### src/iorb_pkg.sv
// Shared types and constants for the interval overlap rebinner.
package iorb_pkg;

   localparam int ACC_W     = 48;
   localparam int CONTENT_W = 32;
   localparam int CMD_W     = 2;
   localparam int CFG_W     = 6;
   localparam int EIDX_W    = 6;
   localparam int BIDX_W    = 5;

   localparam logic [ACC_W-1:0] ACC_MAX = {ACC_W{1'b1}};

   localparam logic [CMD_W-1:0] CMD_LOAD_EDGE  = 2'd0;
   localparam logic [CMD_W-1:0] CMD_ACCUMULATE = 2'd1;
   localparam logic [CMD_W-1:0] CMD_READOUT    = 2'd2;
   localparam logic [CMD_W-1:0] CMD_CLEAR      = 2'd3;

   // Per-cycle commands from the sequencer to every bin cell.
   typedef struct packed {
      logic start;   // latch overlap, reset divider and product
      logic step;    // one quotient bit and one product bit
      logic commit;  // add finished product into the accumulator
      logic clear;   // zero accumulator and saturated flag
      logic rotate;  // take accumulator from the next cell in the ring
   } cell_ctl_type;

endpackage

### src/iorb_cell.sv
// One target bin: edges, bit-serial divide and multiply, saturating accumulator.
module iorb_cell #(
   parameter int IDX       = 0,
   parameter int EDGE_BITS = 20,
   parameter int FRAC_BITS = 16
) (
   input  logic                           clock,
   input  logic                           reset,
   input  iorb_pkg::cell_ctl_type         ctl,
   input  logic                           edge_we,
   input  logic [iorb_pkg::EIDX_W-1:0]    edge_index,
   input  logic [EDGE_BITS-1:0]           edge_value,
   input  logic                           bin_en,
   input  logic [EDGE_BITS-1:0]           src_low,
   input  logic [EDGE_BITS-1:0]           src_high,
   input  logic [EDGE_BITS-1:0]           src_width,
   input  logic [iorb_pkg::CONTENT_W-1:0] src_content,
   input  logic [iorb_pkg::ACC_W-1:0]     rot_acc_in,
   input  logic                           rot_sat_in,
   output logic [iorb_pkg::ACC_W-1:0]     acc_out,
   output logic                           sat_out
);
   import iorb_pkg::*;

   localparam int PW = CONTENT_W + FRAC_BITS + 1;

   logic [EDGE_BITS-1:0] lo_edge_ff, hi_edge_ff;
   logic [EDGE_BITS:0]   rem_ff, rem_in;
   logic [PW-1:0]        prod_ff, prod_in;
   logic                 hit_ff;
   logic [ACC_W-1:0]     acc_ff;
   logic                 sat_ff;

   logic [EDGE_BITS-1:0] ov_start, ov_stop, ov_len;
   logic                 q_bit;
   logic [EDGE_BITS:0]   rem_sub;
   logic [ACC_W:0]       sum;

   assign ov_start = (lo_edge_ff > src_low)  ? lo_edge_ff : src_low;
   assign ov_stop  = (hi_edge_ff < src_high) ? hi_edge_ff : src_high;
   assign ov_len   = ov_stop - ov_start;

   // Restoring division, quotient MSB first; the product follows bit by bit.
   assign q_bit   = rem_ff >= {1'b0, src_width};
   assign rem_sub = q_bit ? (rem_ff - {1'b0, src_width}) : rem_ff;
   assign rem_in  = {rem_sub[EDGE_BITS-1:0], 1'b0};
   assign prod_in = {prod_ff[PW-2:0], 1'b0} + (q_bit ? PW'(src_content) : '0);

   assign sum = {1'b0, acc_ff} + (ACC_W+1)'(prod_ff[PW-1:FRAC_BITS]);

   always_ff @(posedge clock) begin
      if (edge_we && (int'(edge_index) == IDX)) begin
         lo_edge_ff <= edge_value;
      end
      if (edge_we && (int'(edge_index) == IDX + 1)) begin
         hi_edge_ff <= edge_value;
      end
      if (ctl.start) begin
         rem_ff  <= {1'b0, ov_len};
         prod_ff <= '0;
      end else if (ctl.step) begin
         rem_ff  <= rem_in;
         prod_ff <= prod_in;
      end
   end

   always_ff @(posedge clock) begin
      if (reset) begin
         hit_ff <= 1'b0;
         acc_ff <= '0;
         sat_ff <= 1'b0;
      end else begin
         if (ctl.start) begin
            hit_ff <= bin_en && (ov_stop > ov_start);
         end
         if (ctl.clear) begin
            acc_ff <= '0;
            sat_ff <= 1'b0;
         end else if (ctl.rotate) begin
            acc_ff <= rot_acc_in;
            sat_ff <= rot_sat_in;
         end else if (ctl.commit && hit_ff) begin
            if (sum >= {1'b0, ACC_MAX}) begin
               acc_ff <= ACC_MAX;
               sat_ff <= 1'b1;
            end else begin
               acc_ff <= sum[ACC_W-1:0];
            end
         end
      end
   end

   assign acc_out = acc_ff;
   assign sat_out = sat_ff;
endmodule

### config.mk
export PLATFORM = sky130hd
export DESIGN_NAME = iorb_cell
export DESIGN_NICKNAME = d
export VERILOG_FILES = /design/src/iorb_pkg.sv /design/src/iorb_cell.sv
export SDC_FILE = /design/constraint.sdc
export NUM_CORES = 1
export LEC_CHECK = 0
export BUFFER_PORTS_ARGS = -buffer_cell sky130_fd_sc_hd__buf_4
export CAP_MARGIN = 20
export CORE_MARGIN = 2
export CORE_UTILIZATION = 55
export CTS_CLUSTER_DIAMETER = 40
export DETAILED_ROUTE_END_ITERATION = 8
export PLACE_DENSITY = 0.78
export SLEW_MARGIN = 15
export SYNTH_ARGS = -nofsm -noshare
export SYNTH_HDL_FRONTEND = slang
export SYNTH_SLANG_ARGS = --single-unit
### constraint.sdc
create_clock -name clock -period 6.6 [get_ports clock]
set_input_delay 0.66 -clock clock [delete_from_list [all_inputs] [get_ports clock]]
set_output_delay 0.66 -clock clock [all_outputs]
set_load 0.02 [all_outputs]
After elaboration in Yosys (flattened, before gate mapping)
Index checks and enable logic that the tools add are counted.
- bits of input ports: 176
- output and inout bits: 49
- word-level logic and storage cells: 40
- register bits after elaboration: 160
- reductions and logical operators: 10
- equal/unequal tests: 1
- add/subtract/negate cells: 4
- $lt $le $gt $ge: 5
- mux-type cells: 12
- operators by type and width (operator ; count):
    $mux W48 ; 3
    $mux W20 ; 5
    $add A48 B33 Y49 ; 1
    $add A49 B32 Y49 ; 1
    $ge A49 B48 Y1 const B ; 1
    $gt A20 B20 Y1 ; 2
    $sub A20 B20 Y20 ; 2
    $mux W32 ; 1
    $ge A21 B20 Y1 ; 1
    $lt A20 B20 Y1 ; 1
    $eq A6 B2 Y1 const B ; 1
    $logic_not A6 Y1 ; 1
    $reduce_bool A2 Y1 ; 3
    $logic_and A1 B1 Y1 ; 4
    $mux W1 ; 3
    $reduce_and A2 Y1 ; 1
    $reduce_or A2 Y1 ; 1

Longest topological paths before layout
Gate-level depths: netlist of run 1.
- depth after elaboration: 5
- gate-level depth with buffers: 26
- depth with buffers taken out: 26

Worst setup path before layout of run 1
OpenSTA, ideal clock, no wires.
- path type: input to register
- start point: input port src_low[6]
- end point: register rem_ff[18] (data pin)
- required time: 6328 ps
- stages: 25
- library setup time: 272 ps
- buffers on the path: 1
- slack: 1002 ps
- arrival: 5326 ps
- cells stage by stage: inv_1 ha_1 a21o_1 a21oi_1 nor2b_1 o31a_1 o21ai_0 nand2b_1 a21oi_1 o211ai_1 o21ai_1 buf_1 mux2_2 fa_1 nor2b_1 o21ai_0 a21boi_0 o21ai_0 a21oi_1 a31oi_1 o211a_1 nor3_1 nor4b_1 o41ai_1 nand3_1
- cells in the longest elaborated chain, start to end: 4
- RTL lines (element ; RTL line ; source):
    start: declaration ; iorb_cell.sv:14 ; input logic [EDGE_BITS-1:0] src_low,
    $gt A20 B20 Y1 ; iorb_cell.sv:39 ; assign ov_start = (lo_edge_ff > src_low) ? lo_edge_ff : src_low;
    $mux W20 * ; iorb_cell.sv:39 ;
    $sub A20 B20 Y20 * ; iorb_cell.sv:41 ; assign ov_len = ov_stop - ov_start;
    $mux W20 * ; iorb_cell.sv:58 ; if (ctl.start) begin
    end signal: assignment ; iorb_cell.sv:59 ; rem_ff <= {1'b0, ov_len};
    end signal: assignment ; iorb_cell.sv:62 ; rem_ff <= rem_in;
    end: declaration ; iorb_cell.sv:28 ; logic [EDGE_BITS:0] rem_ff, rem_in;
Every way passes the cells marked *; elsewhere a longest branch is shown, timed or not.
A chain may end at the register's enable or synchronous reset.

Worst setup path in the final report of run 1
- start point: register hi_edge_ff[1]
- end point: register rem_ff[18] (data pin)
- cells in the longest elaborated chain, start to end: 4
- RTL lines (element ; RTL line ; source):
    start: declaration ; iorb_cell.sv:27 ; logic [EDGE_BITS-1:0] lo_edge_ff, hi_edge_ff;
    start signal: assignment ; iorb_cell.sv:56 ; hi_edge_ff <= edge_value;
    $lt A20 B20 Y1 ; iorb_cell.sv:40 ; assign ov_stop = (hi_edge_ff < src_high) ? hi_edge_ff : src_high;
    $mux W20 * ; iorb_cell.sv:40 ;
    $sub A20 B20 Y20 * ; iorb_cell.sv:41 ;
    $mux W20 * ; iorb_cell.sv:58 ;
Marks and branches as above.

==> flow_metrics.env, run 1 <==
export IMPL_clock_path_buffers=2
export IMPL_seqPwrFrac_pct=31.1
export IMPL_core_area_sq_um=24500
export IMPL_die_w_um=162
export IMPL_clock_sinks=160
export IMPL_ios=225
export IMPL_avgSynthCellArea_sq_um=8.37
export IMPL_hpwl_um=30300
export IMPL_numCtsBuffers=17
export IMPL_synth_edff_count=60
export IMPL_rsz0062_at_grt="false"
export IMPL_drt_initial_drc_count=1095
export IMPL_grt_antenna_before_repair=0
export IMPL_finalSetupTns_ns=0
export IMPL_finalSetupViolCount=0
export IMPL_cts_htree_levels=4
export IMPL_first_pass_iters=6
export IMPL_yosysSeqAreaShare_pct=27.7
export IMPL_p_int_mw=2.53
export IMPL_relSlewSlack_pct=30.7
export IMPL_critical_path_class="flip-flop to flip-flop"
export IMPL_postCtsHoldBufs=0
export IMPL_cp_top_family="compound AO/OA/AOI/OAI gates"
export IMPL_place_congestion=0.948
export IMPL_clockPowerShare_pct=25.0
export IMPL_area_growth_pct=18.4
export IMPL_cp_required_ns=6.76
export IMPL_power_total_mw=4.16
export IMPL_start_util_pct=56.2
export IMPL_p_leak_nw=7.21
export IMPL_cts_tree="done"
export IMPL_viasPerCell=6.16
export IMPL_status="finished clean"
export IMPL_cpMaxStageDelayCell="nor3_1"
export IMPL_synth_largest_area_cell="dfxtp_1"
export IMPL_switching_share_pct=39.3
export IMPL_fin_crit_sh_pct=93.4
export IMPL_die_area_sq_um=26300
export IMPL_max_freq_ghz=0.162
export IMPL_first_global_vias=12500
export IMPL_grt_max_degree=78
export IMPL_tightest_slew_ns=1.04
export IMPL_drc=0
export IMPL_syn_cell_area_sq_um=13800
export IMPL_synth_top_cell_area_share_pct=14.6
export IMPL_final_layout_size_suffix_gt1_share_pct=18.0
export IMPL_hold_viol_final=0
export IMPL_numPortBuffers=224
export IMPL_ant_nets=0
export IMPL_min_period_ns=6.16
export IMPL_clkLatencyLatePin_ns=0.44
export IMPL_syn_nets=1966
export IMPL_insertedDiodeCount=0
export IMPL_crit_chain="ha_1, a21o_1, a21o_1, a21o_1, a21o_1, a21oi_1, o21ai_0, a41o_1, o21ai_0, o21ai_2, mux2i_1, ha_1, fa_1, nor2b_1, o21ai_0, a21boi_0, o21ai_0, a21oi_1, a31oi_1, o211a_1, nor3_1, nor4b_1, o41ai_1, nand3_1"
export IMPL_wl_per_cell_um=18.2
export IMPL_combinationalPowerShare_pct=43.9
export IMPL_fill_cells=2060
export IMPL_synth_most_common_cell="ha_1"
export IMPL_rows=57
export IMPL_drt_wl_total_um=39400
export IMPL_ys_types=90
export IMPL_postCtsSetupBuffers=0
export IMPL_root_buffer="clkbuf_16"
export IMPL_synth_cells=1643
export IMPL_yosys_most_used_dff="dfxtp_1"
export IMPL_cts_clk_slew_worst_paths_ns=0.07
export IMPL_critical_path_max_fanout=10
export IMPL_ys_top_cells_by_area="dfxtp_1 (15%), edfxtp_1 (13%), ha_1 (13%)"
export IMPL_nets=2155
export IMPL_die_y_um=162
export IMPL_ys_ff_latch=160
export IMPL_setup_worst_path_start_class="flip-flop"
export IMPL_max_cap_violations=0
export IMPL_vias=13400
export IMPL_track_usage_pct=29.2
export IMPL_fin_skew_ns=0.0171
export IMPL_cp_data_arrival_time_ns=6.32
export IMPL_crit_path_end_kind="flip-flop"
export IMPL_cts_resized=0
export IMPL_yosys_warnings=0
export IMPL_max_stage_delay_ns=0.52
export IMPL_worstHoldPathType="input port to flip-flop"
export IMPL_grt_pass1_wl_um=62600
export IMPL_cellPowerDensity_nw_per_um2=255
export IMPL_vdd_drop_max_v=0.000182
export IMPL_synth_commonest_cells="ha_1 (143), nor2_1 (132), a21oi_1 (116), nand2_1 (109), dfxtp_1 (100)"
export IMPL_cp_num_buf_inv=0
export IMPL_p_sw_mw=1.63
export IMPL_ys_async_sr_fraction_pct=0
export IMPL_overflow=0
export IMPL_maxSlewViolCount=0
-- power groups by stage --
stage	Combinational (mW)	Clock, mW	Sequential [mW]
after floorplan	1.34	0	1.28
after global placement	1.75	0	1.30
after detailed placement	1.79	0	1.31
after CTS	1.81	1.05	1.29
after global routing	2.02	1.09	1.30
final	1.83	1.04	1.29
-- placed cells by master (no fill, tap or decap), types with 23 or more instances in the layout --
cell type / n
a211oi_1: 35
a21o_1: 43
a21oi_1: 115
a31oi_1: 24
buf_4: 237
dfxtp_1: 100
edfxtp_1: 60
ha_1: 143
inv_1: 89
mux2_2: 23
mux2i_1: 33
nand2_1: 108
nand2b_1: 25
nand3_1: 42
nand4_1: 33
nor2_1: 131
nor2b_1: 51
nor3_1: 70
o21ai_0: 81
o221ai_1: 35
xnor2_1: 51
xor2_1: 53
-- routing by layer --
| metal | vias up | part of all wire [%] | track usage (%) |
|---|---|---|---|
| met3 | 73 | 6.7 | 4.14 |
| li1 | 6504 | - | - |
| met2 | 550 | 48 | 50.4 |
| met5 | - | 0 | 0 |
| met4 | 0 | 2.8 | 10.1 |
| met1 | 6226 | 43 | 37.6 |
-- kinds of logic (layout without fill, tap and decap cells) --
kind of cell             count (synthesis)  count (layout)  share of synthesized area, %
AND/OR/NAND/NOR                        544             544                          19.8
AO/OA/AOI/OAI                          475             475                          23.5
flip-flops                             160             160                          27.7
buffers and inverters                  157             359                          4.53
adder cells (fa/ha/maj)                147             147                          13.6
XOR/XNOR                               104             104                          6.62
multiplexers                            56              56                          4.29
-- flip-flops by register name, summed over array words and instances, names as in the netlist --
name,flops
hit_ff,1
sat_out,1
prod_ff,49
rem_ff,21
acc_out,48
hi_edge_ff,20
lo_edge_ff,20
-- worst paths after layout --
kind                                 from                       to  slack (ns)  cells after the start
setup / recovery  hi_edge_ff[1]$_DFFE_PP_     rem_ff[18]$_DFFE_PP_        0.44                     24
hold / removal              edge_value[4]  hi_edge_ff[4]$_DFFE_PP_        0.41                      1
setup reg to reg  hi_edge_ff[1]$_DFFE_PP_     rem_ff[18]$_DFFE_PP_        0.44                     24
hold reg to reg   prod_ff[8]$_SDFFE_PP0P_  prod_ff[8]$_SDFFE_PP0P_        0.48                      2
-- final cells by class --
cell class / instances / area (sq um) / area share, %
multi-input combinational: 1326 / 9360 / 57.5
sequential: 160 / 3800 / 23.4
timing repair buffer: 237 / 1780 / 10.9
clock buffer: 17 / 425 / 2.61
tap: 324 / 405 / 2.49
inverter: 90 / 338 / 2.08
clock inverter: 15 / 173 / 1.06
-- per-stage QoR --
step	cell area (sq um)	setup slack (ns)	hold slack (ns)	util (%)	instances
2_1_floorplan	13800	1.00	0.432	-	1643
3_3_place_gp	15700	0.282	0.449	64.1	2137
3_5_place_dp	15700	0.155	0.466	64.1	2137
4_1_cts	16300	0.484	0.397	66.6	2169
5_1_grt	16300	0.0543	0.391	66.6	2169
6_report	16300	0.439	0.407	66.6	2169
(Power assumes the default switching activity.)
==> run 2, diff against run 1 <==
--- a/config.mk
+++ b/config.mk
@@ -8,10 +8,10 @@
 export BUFFER_PORTS_ARGS = -buffer_cell sky130_fd_sc_hd__buf_4
 export CAP_MARGIN = 20
 export CORE_MARGIN = 2
-export CORE_UTILIZATION = 55
+export CORE_UTILIZATION = 53
 export CTS_CLUSTER_DIAMETER = 40
 export DETAILED_ROUTE_END_ITERATION = 8
-export PLACE_DENSITY = 0.78
+export PLACE_DENSITY = 0.79
 export SLEW_MARGIN = 15
 export SYNTH_ARGS = -nofsm -noshare
 export SYNTH_HDL_FRONTEND = slang
==> constraint.sdc (replaced) <==
create_clock -name clock -period 5.6 [get_ports clock]
set_input_delay 0.56 -clock clock [delete_from_list [all_inputs] [get_ports clock]]
set_output_delay 0.56 -clock clock [all_outputs]
set_load 0.02 [all_outputs]
==> run 2 against run 1 <==
  * Via count up 1.9%
  * Register-to-register slack worse by 0.22 ns
  * Cell count increased by 2.2%
  * Clock skew fell by 0.0066 ns
  * Flip-flop and latch count did not move
  * Sequential share of layout area decreased by 0.42 points
  * Hold slack worse by 0.10 ns
  * Final area grew 1.8%
  * Core utilization down 1.1 points
  * Setup slack lost 0.22 ns
  * Non-clock buffer count rose by 41
  * Clock power up 11%
==> flow_metrics.env, run 2 (synthesis gave the netlist of run 1 again) <==
export IMPL_track_usage_pct=29.8
export IMPL_fill_cells=2173
export IMPL_die_area_sq_um=27300
export IMPL_clkLatencyLatePin_ns=0.44
export IMPL_p_sw_mw=1.96
export IMPL_drc=0
export IMPL_r2r_cells=22
export IMPL_max_freq_ghz=0.186
export IMPL_root_buffer="clkbuf_16"
export IMPL_largest_register_ffs=49
export IMPL_min_delay_start="edge_value[4]"
export IMPL_timing_rr_end="rem_ff[19]$_DFFE_PP_"
export IMPL_wl_per_cell_um=18.5
export IMPL_max_stage_delay_ns=0.43
export IMPL_relSlewSlack_pct=35.4
export IMPL_ant_nets=0
export IMPL_regMostFlops="prod_ff"
export IMPL_cts_tree="done"
export IMPL_p_int_mw=3.03
export IMPL_numPortBuffers=224
export IMPL_clockPowerShare_pct=23.0
export IMPL_clock_sinks=160
export IMPL_cpMaxStageDelayCell="edfxtp_1"
export IMPL_start_util_pct=54.3
export IMPL_crit_top_cell="a21o_1"
export IMPL_cp_required_ns=5.74
export IMPL_drt_initial_drc_count=1315
export IMPL_max_cap_violations=0
export IMPL_cts_htree_levels=4
export IMPL_use_met2_pct=49.8
export IMPL_grtUsageMet3_pct=4.45
export IMPL_grtUsageMet1_pct=38.8
export IMPL_crit_path_end_kind="flip-flop"
export IMPL_maxSlewViolCount=0
export IMPL_status="finished clean"
export IMPL_die_y_um=165
export IMPL_seqPwrFrac_pct=30.5
export IMPL_setup_worst_path_start_class="flip-flop"
export IMPL_cts_clk_slew_worst_paths_ns=0.07
export IMPL_finalSetupTns_ns=0
export IMPL_placed_area_sq_um=15900
export IMPL_final_layout_size_suffix_gt1_share_pct=19.9
export IMPL_numCtsBuffers=17
export IMPL_crit_chain="ha_1, a21o_1, a21o_1, a21o_1, a21o_1, a21oi_1, o21ai_0, a41o_1, o21ai_2, o21ai_2, buf_4, mux2_2, ha_1, a21boi_0, o21ai_0, a211oi_1, nor2_1, o31ai_2, nand4_1, a41oi_1, xnor2_1, a22oi_1"
export IMPL_first_pass_iters=5
export IMPL_worstHoldPathType="input port to flip-flop"
export IMPL_critical_path_max_fanout=17
export IMPL_die_w_um=165
export IMPL_min_period_ns=5.38
export IMPL_core_area_sq_um=25300
export IMPL_final_cell_mix="buf_4 (277), ha_1 (143), nor2_1 (131)"
export IMPL_hpwl_um=31800
export IMPL_combinationalPowerShare_pct=46.5
export IMPL_insertedDiodeCount=0
export IMPL_top_usage_layer="met2"
export IMPL_finalSetupViolCount=0
export IMPL_whs_endpoint="hi_edge_ff[4]$_DFFE_PP_"
export IMPL_layout_commonest_cell="buf_4"
export IMPL_r2r_start="hi_edge_ff[1]$_DFFE_PP_"
export IMPL_grt_pass1_wl_um=64700
export IMPL_viasPerCell=6.14
export IMPL_clock_path_buffers=2
export IMPL_vias=13600
export IMPL_rows=58
export IMPL_grt_antenna_before_repair=0
export IMPL_grt_max_degree=78
export IMPL_cp_data_arrival_time_ns=5.52
export IMPL_overflow=0
export IMPL_design_area_sq_um=16600
export IMPL_critical_path_class="flip-flop to flip-flop"
export IMPL_p_leak_nw=7.39
export IMPL_ios=225
export IMPL_area_growth_pct=20.6
export IMPL_hold_viol_final=0
export IMPL_drt_wl_total_um=41000
export IMPL_min_path_cells=1
export IMPL_switching_share_pct=39.3
export IMPL_nets=2196
export IMPL_cellPowerDensity_nw_per_um2=301
export IMPL_fin_skew_ns=0.0105
export IMPL_rrSetupSlack_ns=0.22
export IMPL_fin_crit_sh_pct=96.0
export IMPL_tightest_slew_ns=0.969
export IMPL_first_global_vias=12800
export IMPL_place_congestion=0.974
export IMPL_vdd_drop_max_v=0.000227
-- run 2: changes by cell type in the layout (fill, tap and decap cells not counted), sizes merged --
cell	before	now
buf	237	278
bufinv	2	1
clkinv	3	5
clkinvlp	1	4
inv	99	95
-- run 2: metal layers --
metal  share of wire [%]  up-vias
met2                  47      543
met1                  43     6394
li1                    -     6580
met5                   0        -
met3                 6.8       90
met4                 3.2        0
-- run 2: cell type report --
class | instances | area [sq um] | share of cell area [%]
clock buffer | 17 | 425 | 2.57
clock inverter | 15 | 133 | 0.800
inverter | 90 | 338 | 2.04
multi-input combinational | 1326 | 9370 | 56.5
sequential | 160 | 3800 | 22.9
tap | 330 | 413 | 2.49
timing repair buffer | 278 | 2100 | 12.7
-- run 2: worst max-delay path by stage --
stage / start / end / slack (ns) / cells past startpoint
after floorplan: src_low[6] / rem_ff[18]$_DFFE_PP_ / 0.10 / 25
after global placement: src_high[1] / rem_ff[18]$_DFFE_PP_ / -0.25 / 26
after detailed placement: src_width[1] / prod_ff[41]$_SDFFE_PP0P_ / -0.26 / 25
after CTS: hi_edge_ff[1]$_DFFE_PP_ / rem_ff[18]$_DFFE_PP_ / 0.08 / 24
after global routing: rem_ff[1]$_DFFE_PP_ / prod_ff[41]$_SDFFE_PP0P_ / -0.009 / 24
final: hi_edge_ff[1]$_DFFE_PP_ / rem_ff[19]$_DFFE_PP_ / 0.22 / 22
-- run 2: power groups by stage --
| stage | registers, mW | logic (mW) | clock network [mW] |
|---|---|---|---|
| final | 1.52 | 2.32 | 1.15 |
| after global routing | 1.54 | 2.57 | 1.22 |
| after CTS | 1.52 | 2.26 | 1.17 |
| after detailed placement | 1.54 | 2.24 | 0 |
| after global placement | 1.54 | 2.18 | 0 |
| after floorplan | 1.50 | 1.58 | 0 |
-- run 2: through the flow --
stage | utilization [%] | setup slack (ns) | power, mW | cells | hold slack [ns]
finish | 65.5 | 0.222 | 4.99 | 2216 | 0.303
global route | 65.5 | -0.00868 | 5.33 | 2216 | 0.284
CTS | 65.2 | 0.0829 | 4.94 | 2210 | 0.287
detailed placement | 63.0 | -0.261 | 3.78 | 2178 | 0.457
global placement | 63.0 | -0.253 | 3.71 | 2178 | 0.448
floorplan | - | 0.102 | 3.08 | 1643 | 0.432
-- run 2: critical path: cells and delay by family (launching register included) --
kind            cells  cell delay (ns)
compound gates     15             2.84
xor+xnor            1             0.15
fa+ha+maj           2             0.65
buf+inv             1             0.33
flops               1             0.43
mux                 1             0.38
simple gates        2             0.29
-- run 2: what timing repair did --
item,CTS,global route
hold buffers,0,0
pin swaps,0,7
gates resized for setup,2,9
setup endpoints to repair,2,35
setup buffers,0,6
